File: config.mk
export PLATFORM = sky130hd
export DESIGN_NAME = voxel_line_cell_walker
export DESIGN_NICKNAME = d
export VERILOG_FILES = /design/src/vlcw_pkg.sv /design/src/voxel_line_cell_walker.sv /design/src/vlcw_ctrl.sv /design/src/vlcw_dp.sv
export SDC_FILE = /design/constraint.sdc
export NUM_CORES = 1
export LEC_CHECK = 0
export ABC_CLOCK_PERIOD_IN_PS = 8250
export BUFFER_PORTS_ARGS = -buffer_cell sky130_fd_sc_hd__buf_2
export CAP_MARGIN = 40
export CORE_MARGIN = 2
export CORE_UTILIZATION = 40
export DETAILED_ROUTE_END_ITERATION = 16
export GPL_TIMING_DRIVEN = 0
export PLACE_DENSITY_LB_ADDON = 0.25
export SYNTH_ARGS = -nofsm -noshare
export SYNTH_HDL_FRONTEND = slang
export SYNTH_HIERARCHICAL = 1
export SYNTH_SLANG_ARGS = --single-unit
File: constraint.sdc
create_clock -name clk -period 8.25 [get_ports clk]
set_input_delay 0.4125 -clock clk [delete_from_list [all_inputs] [get_ports clk]]
set_output_delay 0.4125 -clock clk [all_outputs]
set_load 0.01 [all_outputs]
File: src/vlcw_pkg.sv
package vlcw_pkg;

    localparam int GRID_DIM = 64;
    localparam int COORD_W  = 6;
    localparam int SIZE_W   = 7;
    localparam int INDEX_W  = 18;
    localparam int ERR_W    = 9;
    localparam int ROW_W    = COORD_W + SIZE_W;
    localparam int PROD_W   = ROW_W + SIZE_W;
    localparam int S_DATA_W = 40;
    localparam int M_DATA_W = 40;
    localparam int M_USER_W = 2;

    localparam logic [SIZE_W-1:0] GRID_DIM_SZ = SIZE_W'(GRID_DIM);

    typedef logic [COORD_W-1:0] coord_t;

    // Controller to datapath
    typedef struct packed {
        logic load;
        logic setup;
        logic init;
        logic step;
    } vlcw_cmd_t;

    // Datapath to controller
    typedef struct packed {
        logic span_zero;
        logic step_last;
        logic pipe_en;
    } vlcw_stat_t;

endpackage

File: src/voxel_line_cell_walker.sv
// The input beat is taken in ST_IDLE; the sequencer then passes ST_SETUP and
// ST_INIT, and each ST_WALK step feeds stage 0, stage 1 and the output register,
// one cell per cycle while m_tready stays high. A segment of dominant-axis
// length n holds the walk sequencer for setup, init and max(n,1) walk steps; the next input beat is taken after that.
// Reset: rst_n (async, active low) idles the sequencer, empties the pipeline
// and sets the grid size to 64.
module voxel_line_cell_walker (
    input  logic                          clk,
    input  logic                          rst_n,
    // start_x, start_y, start_z, end_x, end_y, end_z (6 bits each), zero pad
    input  logic [vlcw_pkg::S_DATA_W-1:0] s_tdata,
    input  logic                          s_tvalid,
    output logic                          s_tready,
    // cell_x, cell_y, cell_z (6 bits each), cell_index (18 bits), zero pad
    output logic [vlcw_pkg::M_DATA_W-1:0] m_tdata,
    // in_grid, has_cell
    output logic [vlcw_pkg::M_USER_W-1:0] m_tuser,
    output logic                          m_tlast,
    output logic                          m_tvalid,
    input  logic                          m_tready,
    // grid_size
    input  logic [vlcw_pkg::SIZE_W-1:0]   cfg_data,
    input  logic                          cfg_valid,
    output logic                          cfg_ready
);
    import vlcw_pkg::*;

    vlcw_cmd_t  cmd;
    vlcw_stat_t stat;

    // Grid size register takes a write every cycle
    assign cfg_ready = 1'b1;

    vlcw_ctrl u_ctrl (
        .clk      (clk),
        .rst_n    (rst_n),
        .s_tvalid (s_tvalid),
        .s_tready (s_tready),
        .cmd      (cmd),
        .stat     (stat)
    );

    vlcw_dp u_dp (
        .clk       (clk),
        .rst_n     (rst_n),
        .cmd       (cmd),
        .stat      (stat),
        .s_tdata   (s_tdata),
        .cfg_valid (cfg_valid),
        .cfg_data  (cfg_data),
        .m_tvalid  (m_tvalid),
        .m_tready  (m_tready),
        .m_tdata   (m_tdata),
        .m_tuser   (m_tuser),
        .m_tlast   (m_tlast)
    );

endmodule

File: src/vlcw_ctrl.sv
module vlcw_ctrl (
    input  logic                 clk,
    input  logic                 rst_n,
    input  logic                 s_tvalid,
    output logic                 s_tready,
    output vlcw_pkg::vlcw_cmd_t  cmd,
    input  vlcw_pkg::vlcw_stat_t stat
);
    import vlcw_pkg::*;

    typedef enum logic [1:0] {
        ST_IDLE,
        ST_SETUP,
        ST_INIT,
        ST_WALK
    } state_t;

    state_t state_reg;
    state_t state_next;

    // Sequence one segment: load, measure, seed errors, then walk
    always_comb
    begin
        state_next = state_reg;
        cmd        = '0;
        unique case (state_reg)
            ST_IDLE:
            begin
                if (s_tvalid)
                begin
                    cmd.load   = 1'b1;
                    state_next = ST_SETUP;
                end
            end
            ST_SETUP:
            begin
                cmd.setup  = 1'b1;
                state_next = ST_INIT;
            end
            ST_INIT:
            begin
                cmd.init   = 1'b1;
                state_next = ST_WALK;
            end
            ST_WALK:
            begin
                if (stat.pipe_en)
                begin
                    cmd.step = 1'b1;
                    if (stat.span_zero || stat.step_last)
                    begin
                        state_next = ST_IDLE;
                    end
                end
            end
            default:
            begin
                state_next = ST_IDLE;
            end
        endcase
    end

    // Hold state
    always_ff @(posedge clk or negedge rst_n)
    begin
        if (!rst_n)
        begin
            state_reg <= ST_IDLE;
        end
        else
        begin
            state_reg <= state_next;
        end
    end

    assign s_tready = (state_reg == ST_IDLE);

endmodule

File: src/vlcw_dp.sv
module vlcw_dp (
    input  logic                              clk,
    input  logic                              rst_n,
    input  vlcw_pkg::vlcw_cmd_t               cmd,
    output vlcw_pkg::vlcw_stat_t              stat,
    input  logic [vlcw_pkg::S_DATA_W-1:0]     s_tdata,
    input  logic                              cfg_valid,
    input  logic [vlcw_pkg::SIZE_W-1:0]       cfg_data,
    output logic                              m_tvalid,
    input  logic                              m_tready,
    output logic [vlcw_pkg::M_DATA_W-1:0]     m_tdata,
    output logic [vlcw_pkg::M_USER_W-1:0]     m_tuser,
    output logic                              m_tlast
);
    import vlcw_pkg::*;

    // Effective grid size, saturated at GRID_DIM
    logic [SIZE_W-1:0] d_reg;

    // Walk state
    coord_t                   pos_reg   [3];
    coord_t                   end_reg   [3];
    coord_t                   dif_reg   [3];
    logic   [2:0]             dir_reg;
    logic   [2:0]             major_reg;
    coord_t                   dmaj_reg;
    logic signed [ERR_W-1:0]  err_reg   [3];
    coord_t                   cnt_reg;

    // Setup and step logic
    coord_t                   dif_next  [3];
    logic   [2:0]             dir_next;
    logic   [2:0]             major_next;
    coord_t                   dmaj_next;
    logic signed [ERR_W-1:0]  two_d     [3];
    logic signed [ERR_W-1:0]  two_dmaj;
    logic signed [ERR_W-1:0]  err_seed  [3];
    logic signed [ERR_W-1:0]  err_step  [3];
    coord_t                   pos_step  [3];

    // Pipeline: stage 0 cell, stage 1 row product, output register
    logic                     pipe_en;
    logic                     s0_valid_reg;
    coord_t                   s0_cell_reg [3];
    logic                     s0_has_reg;
    logic                     s0_last_reg;
    logic                     s1_valid_reg;
    coord_t                   s1_cell_reg [3];
    logic [ROW_W-1:0]         s1_row_reg;
    logic                     s1_ing_reg;
    logic                     s1_has_reg;
    logic                     s1_last_reg;
    logic                     out_valid_reg;
    coord_t                   out_cell_reg [3];
    logic [INDEX_W-1:0]       out_index_reg;
    logic                     out_ing_reg;
    logic                     out_has_reg;
    logic                     out_last_reg;

    logic [ROW_W-1:0]         row_next;
    logic                     ing_next;
    logic [PROD_W-1:0]        idx_full;

    // Measure spans and directions, pick the dominant axis
    always_comb
    begin
        for (int a = 0; a < 3; a++)
        begin
            dir_next[a] = (end_reg[a] > pos_reg[a]);
            dif_next[a] = dir_next[a] ? (end_reg[a] - pos_reg[a])
                                      : (pos_reg[a] - end_reg[a]);
        end
        if (dif_next[0] >= dif_next[1] && dif_next[0] >= dif_next[2])
        begin
            major_next = 3'b001;
            dmaj_next  = dif_next[0];
        end
        else if (dif_next[1] >= dif_next[0] && dif_next[1] >= dif_next[2])
        begin
            major_next = 3'b010;
            dmaj_next  = dif_next[1];
        end
        else
        begin
            major_next = 3'b100;
            dmaj_next  = dif_next[2];
        end
    end

    // Seed the error terms and compute one step of the walk
    assign two_dmaj = ERR_W'({dmaj_reg, 1'b0});

    always_comb
    begin
        for (int a = 0; a < 3; a++)
        begin
            two_d[a]    = ERR_W'({dif_reg[a], 1'b0});
            err_seed[a] = two_d[a] - ERR_W'(dmaj_reg);
            err_step[a] = err_reg[a] + two_d[a];
            pos_step[a] = pos_reg[a];
            if (major_reg[a])
            begin
                pos_step[a] = dir_reg[a] ? pos_reg[a] + COORD_W'(1)
                                         : pos_reg[a] - COORD_W'(1);
            end
            else if (err_reg[a] >= 0)
            begin
                pos_step[a] = dir_reg[a] ? pos_reg[a] + COORD_W'(1)
                                         : pos_reg[a] - COORD_W'(1);
                err_step[a] = err_reg[a] - two_dmaj + two_d[a];
            end
        end
    end

    assign pipe_en        = !out_valid_reg || m_tready;
    assign stat.pipe_en   = pipe_en;
    assign stat.span_zero = (dmaj_reg == '0);
    assign stat.step_last = (cnt_reg == COORD_W'(1));

    // Stage 1 arithmetic: grid check and z*d + y
    assign ing_next = s0_has_reg
                    && ({1'b0, s0_cell_reg[0]} < d_reg)
                    && ({1'b0, s0_cell_reg[1]} < d_reg)
                    && ({1'b0, s0_cell_reg[2]} < d_reg);
    assign row_next = ROW_W'(s0_cell_reg[2]) * ROW_W'(d_reg) + ROW_W'(s0_cell_reg[1]);

    // Output arithmetic: row*d + x
    assign idx_full = PROD_W'(s1_row_reg) * PROD_W'(d_reg) + PROD_W'(s1_cell_reg[0]);

    // Hold control state: grid size and stage valids
    always_ff @(posedge clk or negedge rst_n)
    begin
        if (!rst_n)
        begin
            d_reg         <= GRID_DIM_SZ;
            s0_valid_reg  <= 1'b0;
            s1_valid_reg  <= 1'b0;
            out_valid_reg <= 1'b0;
        end
        else
        begin
            if (cfg_valid)
            begin
                d_reg <= (cfg_data > GRID_DIM_SZ) ? GRID_DIM_SZ : cfg_data;
            end
            if (pipe_en)
            begin
                s0_valid_reg  <= cmd.step;
                s1_valid_reg  <= s0_valid_reg;
                out_valid_reg <= s1_valid_reg;
            end
        end
    end

    // Advance walk registers
    always_ff @(posedge clk)
    begin
        if (cmd.load)
        begin
            for (int a = 0; a < 3; a++)
            begin
                pos_reg[a] <= s_tdata[a*COORD_W +: COORD_W];
                end_reg[a] <= s_tdata[(a+3)*COORD_W +: COORD_W];
            end
        end
        if (cmd.setup)
        begin
            dif_reg   <= dif_next;
            dir_reg   <= dir_next;
            major_reg <= major_next;
            dmaj_reg  <= dmaj_next;
        end
        if (cmd.init)
        begin
            err_reg <= err_seed;
            cnt_reg <= dmaj_reg;
        end
        if (cmd.step && (dmaj_reg != '0))
        begin
            pos_reg <= pos_step;
            err_reg <= err_step;
            cnt_reg <= cnt_reg - COORD_W'(1);
        end
    end

    // Advance pipeline payload
    always_ff @(posedge clk)
    begin
        if (pipe_en)
        begin
            if (cmd.step)
            begin
                if (dmaj_reg == '0)
                begin
                    for (int a = 0; a < 3; a++)
                    begin
                        s0_cell_reg[a] <= '0;
                    end
                    s0_has_reg  <= 1'b0;
                    s0_last_reg <= 1'b1;
                end
                else
                begin
                    s0_cell_reg <= pos_step;
                    s0_has_reg  <= 1'b1;
                    s0_last_reg <= (cnt_reg == COORD_W'(1));
                end
            end
            s1_cell_reg   <= s0_cell_reg;
            s1_row_reg    <= row_next;
            s1_ing_reg    <= ing_next;
            s1_has_reg    <= s0_has_reg;
            s1_last_reg   <= s0_last_reg;
            out_cell_reg  <= s1_cell_reg;
            out_index_reg <= s1_ing_reg ? idx_full[INDEX_W-1:0] : '0;
            out_ing_reg   <= s1_ing_reg;
            out_has_reg   <= s1_has_reg;
            out_last_reg  <= s1_last_reg;
        end
    end

    assign m_tvalid = out_valid_reg;
    assign m_tdata  = M_DATA_W'({out_index_reg, out_cell_reg[2], out_cell_reg[1],
                                 out_cell_reg[0]});
    assign m_tuser  = {out_has_reg, out_ing_reg};
    assign m_tlast  = out_last_reg;

endmodule

==> impl_summary.txt <==
----------------------------------------------------
[Critical path]
  Reg-to-reg critical path endpoint ... u_dp/out_index_reg[17]$_SDFFCE_PN0N_
  Capture point of the critical path ... u_dp/out_index_reg[17]$_SDFFCE_PN0N_
  CP endpoint kind ... flip-flop
  Maximum net fanout on the critical path ... 10
  Data required, critical path ... 8530 ps
  Critical-path cell with the highest stage delay ... sky130_fd_sc_hd__dfstp_2
  Reg2reg start ... u_dp/d_reg[6]$_DFFE_PN1P_
  Most numerous cell on the critical path ... sky130_fd_sc_hd__fa_1
  Worst endpoint data arrival time ... approximately 6000 ps
  Crit path cell chain ... clkbuf_1 -> clkbuf_1 -> nand2_1 -> fa_1 -> inv_1 -> fa_1 -> fa_1 -> fa_1 -> ha_1 -> a21o_1 -> a21o_1 -> o31a_1 -> nand2_1 -> or4_1 -> a21oi_1 -> and3b_1
  CP Launch Type ... flip-flop
  Crit path from ... u_dp/d_reg[6]$_DFFE_PN1P_
  Path type of the worst setup path ... flip-flop to flip-flop
  Reg-to-reg slack, setup ... 2600 ps
  Cell depth of the worst flop-to-flop path ... 16
  Max stage delay on crit path ... 530 ps

[Logic synthesis]
  Portion of the post-synthesis area used by sequential elements ... 34.0%
  Number of synthesized register bits ... around 200
  Share of flip-flops with an asynchronous set or reset after synthesis ... roughly 6%
  Yosys warning count ... 6
  Synthesized netlist cell count ... between 1,500 and 2,000
  Avg Synthesized Cell Area ... ~10 um^2
  Most frequently used flop master after synthesis ... sky130_fd_sc_hd__edfxtp_1
  Number of synthesized flops with an enable pin ... approximately 190
  Unique cell type count in the Yosys netlist ... between 70 and 80
  Summed instance area of the synthesized netlist ... ~18,000 um^2

[STA]
  Worst hold slack after final layout ... just over 50 ps
  Final Cycle Share ... between 60% and 70%
  Remaining max-slew budget at the tightest pin ... 42.1%
  Final worst clock skew ... between 10 and 15 ps
  Setup tns final ... 0 ps
  Worst Max-Slew Pin Slew ... approximately 870 ps
  Setup repair after global routing missed its margin ... no
  Final setup vio count ... 0
  Fin crit period ... 5650 ps
  Count of pins over their slew limit ... 0
  Number of hold violations in the final report ... 0
  Worst Setup Slack, final ... 2600 ps
  Highest clock rate ... between 150 and 200 MHz

[Clock tree]
  Clock slew seen by the registers of the worst setup and hold paths ... about 60 ps
  Number of buffers on the longest clock path ... 3
  TritonCTS clock tree ... done
  Clock latency reported for the late side of the worst-skew pair ... between 500 and 600 ps
  Setup Fix Bufs, Post-CTS ... 0
  Clock Sink Count ... between 200 and 250
  Number of H-tree levels ... 1
  PostCTS Resize Cnt ... 0
  Root buf cell ... sky130_fd_sc_hd__clkbuf_16
  Clock buffers created by TritonCTS ... 24

[Drt]
  Wire length reported by the detailed router ... 41,000 um
  Count of antenna-violating nets left after detailed routing ... 0
  Routed length per instance ... 16.7 um
  Detail-routed via count per cell ... a little over 5
  DR DRC count ... 0
  Via Count ... 12,412
  Number of detailed-routing iterations run before antenna repair ... 5
  Number of violations reported at the end of detailed-routing iteration 0 ... approximately 740

[Layout]
  # nets final ... about 2,200
  Antenna diode instance count ... 0
  Register Area ... around 6000 um^2
  Area growth from synthesis to layout ... 11.9%
  Area of the multi-input gates ... around 10,000 um^2
  Number of inserted filler cells in the final layout ... around 4,100
  Fraction of final layout cells sized beyond drive strength 1 ... roughly 9%
  Commonest cells after routing, fill and taps aside ... sky130_fd_sc_hd__inv_1, sky130_fd_sc_hd__ha_1, sky130_fd_sc_hd__edfxtp_1
  Max reg flops ... 24
  Most frequent standard cell in the layout excluding fill and tap cells ... sky130_fd_sc_hd__inv_1

[Run status]
  Run status ... complete, no violations

[Placed design]
  Count of port buffers added during placement ... 88
  Dpl ws ... ~2600 ps
  Detailed placer's ending HPWL ... between 30,000 and 40,000 um
  Last weighted congestion value of the routability-driven placer ... about 0.94

[Floorplan]
  FP Rows ... 76
  Chip width ... between 200 and 250 um
  Die Footprint ... 45,600 um^2
  Core Area ... 43,300 um^2
  Die Y-Extent ... between 200 and 250 um
  Number of top-level design ports ... just under 100
  Initial Util ... just over 40%

[Min path]
  Hold path start ... s_tdata[34]
  Type of the most critical hold path ... input pin to flip-flop

[Job]
  Max Cap Violations ... 0

[Global routing]
  Remaining global-route overflow ... 0
  Maximum number of pins on one net before global-route repair ... 50
  Number of global-route vias before repair ... roughly 13,000
  Total track usage ... between 10% and 20%
  Antenna violations before repair ... 0
  First-pass GRT wire length ... roughly 66,000 um

----------------------------------------------------
-- worst min path at each step --
stage,to,depth (start not counted)
floorplan,u_ctrl/state_reg[0]$_DFFE_PN0P_,0
global placement,u_dp/m_tvalid$_DFFE_PN0N_,1
detailed placement,u_dp/m_tvalid$_DFFE_PN0N_,1
CTS,u_dp/end_reg[0][16]$_DFFE_PP_,1
global route,u_dp/end_reg[0][15]$_DFFE_PP_,1
finish,u_dp/end_reg[0][16]$_DFFE_PP_,1
-- kinds of logic after synthesis --
logic type	after synthesis	share of synthesized area, %
AOI/OAI and AO/OA	306	11.1
xor gates and xnor gates	83	4.18
adders and majority gates	331	28.6
buffers and inverters	350	7.69
DFF	201	34.0
muxes	31	1.82
other	2	0.0427
and+or+nand+nor	430	12.5
-- metal layers --
metal / routed length [um] / track usage, % / vias up / part of all wire (%)
met1: 18300 / 24.1 / 5975 / 45
met2: 19800 / 32.2 / 314 / 48
met3: 1850 / 2.40 / 60 / 4.5
met5: 0 / 0 / - / 0
met4: 1070 / 5.48 / 0 / 2.6
li1: - / - / 6063 / -
-- cells in the mapped netlist, drive strengths merged, types with 11 or more instances --
| cell type | instances | share of area (%) |
|---|---|---|
| inv | 308 | 6.6 |
| ha | 212 | 15 |
| edfxtp | 189 | 32 |
| fa | 119 | 14 |
| nand2 | 117 | 2.5 |
| and2 | 104 | 3.7 |
| a21oi | 91 | 2.7 |
| nor2 | 83 | 1.8 |
| o21ai | 79 | 2.3 |
| xnor2 | 63 | 3.2 |
| clkbuf | 29 | 0.62 |
| a21o | 28 | 1.2 |
| mux2i | 26 | 1.5 |
| nor2b | 23 | 0.86 |
| nor3 | 20 | 0.57 |
| xor2 | 20 | 1.0 |
| nand2b | 19 | 0.68 |
| nand3 | 16 | 0.46 |
| o21a | 16 | 0.68 |
| o211ai | 15 | 0.67 |
| a211oi | 14 | 0.60 |
| buf | 13 | 0.50 |
| o21bai | 12 | 0.51 |
| dfrtp | 11 | 1.6 |
-- critical path: cells and delay by family (launching register included) --
kind,cells,cell delay (ps)
AO/OA/AOI/OAI,4,610
adder cells (fa/ha/maj),5,2200
AND/OR/NAND/NOR,4,1030
buffers and inverters,3,1020
flip-flops,1,530
-- area by class of cell --
type	instances	share of cell area, %
multi-input cells	1186	52.2
flip-flops and latches	201	30.4
inverters	308	5.88
well taps	585	3.72
clock buffers	25	3.18
repair buffers	93	2.66
plain buffers	42	0.999
clock inverters	19	0.929
-- per-stage QoR --
step	cells	utilization, %	cell area [um^2]
floorplan	1737	-	17600
global placement	2410	43.4	18800
detailed placement	2413	43.5	18800
CTS	2458	45.4	19700
global route	2459	45.5	19700
finish	2459	45.5	19700
-- what timing repair did --
action | in CTS | in global routing
hold buffers | 1 | 0
endpoints found under the setup margin | 0 | 0
endpoints found under the hold margin | 11 | 0
Power is left out: the tool's default activity adds up to more than one toggle a clock period on the data nets, which glitch-free logic cannot reach.
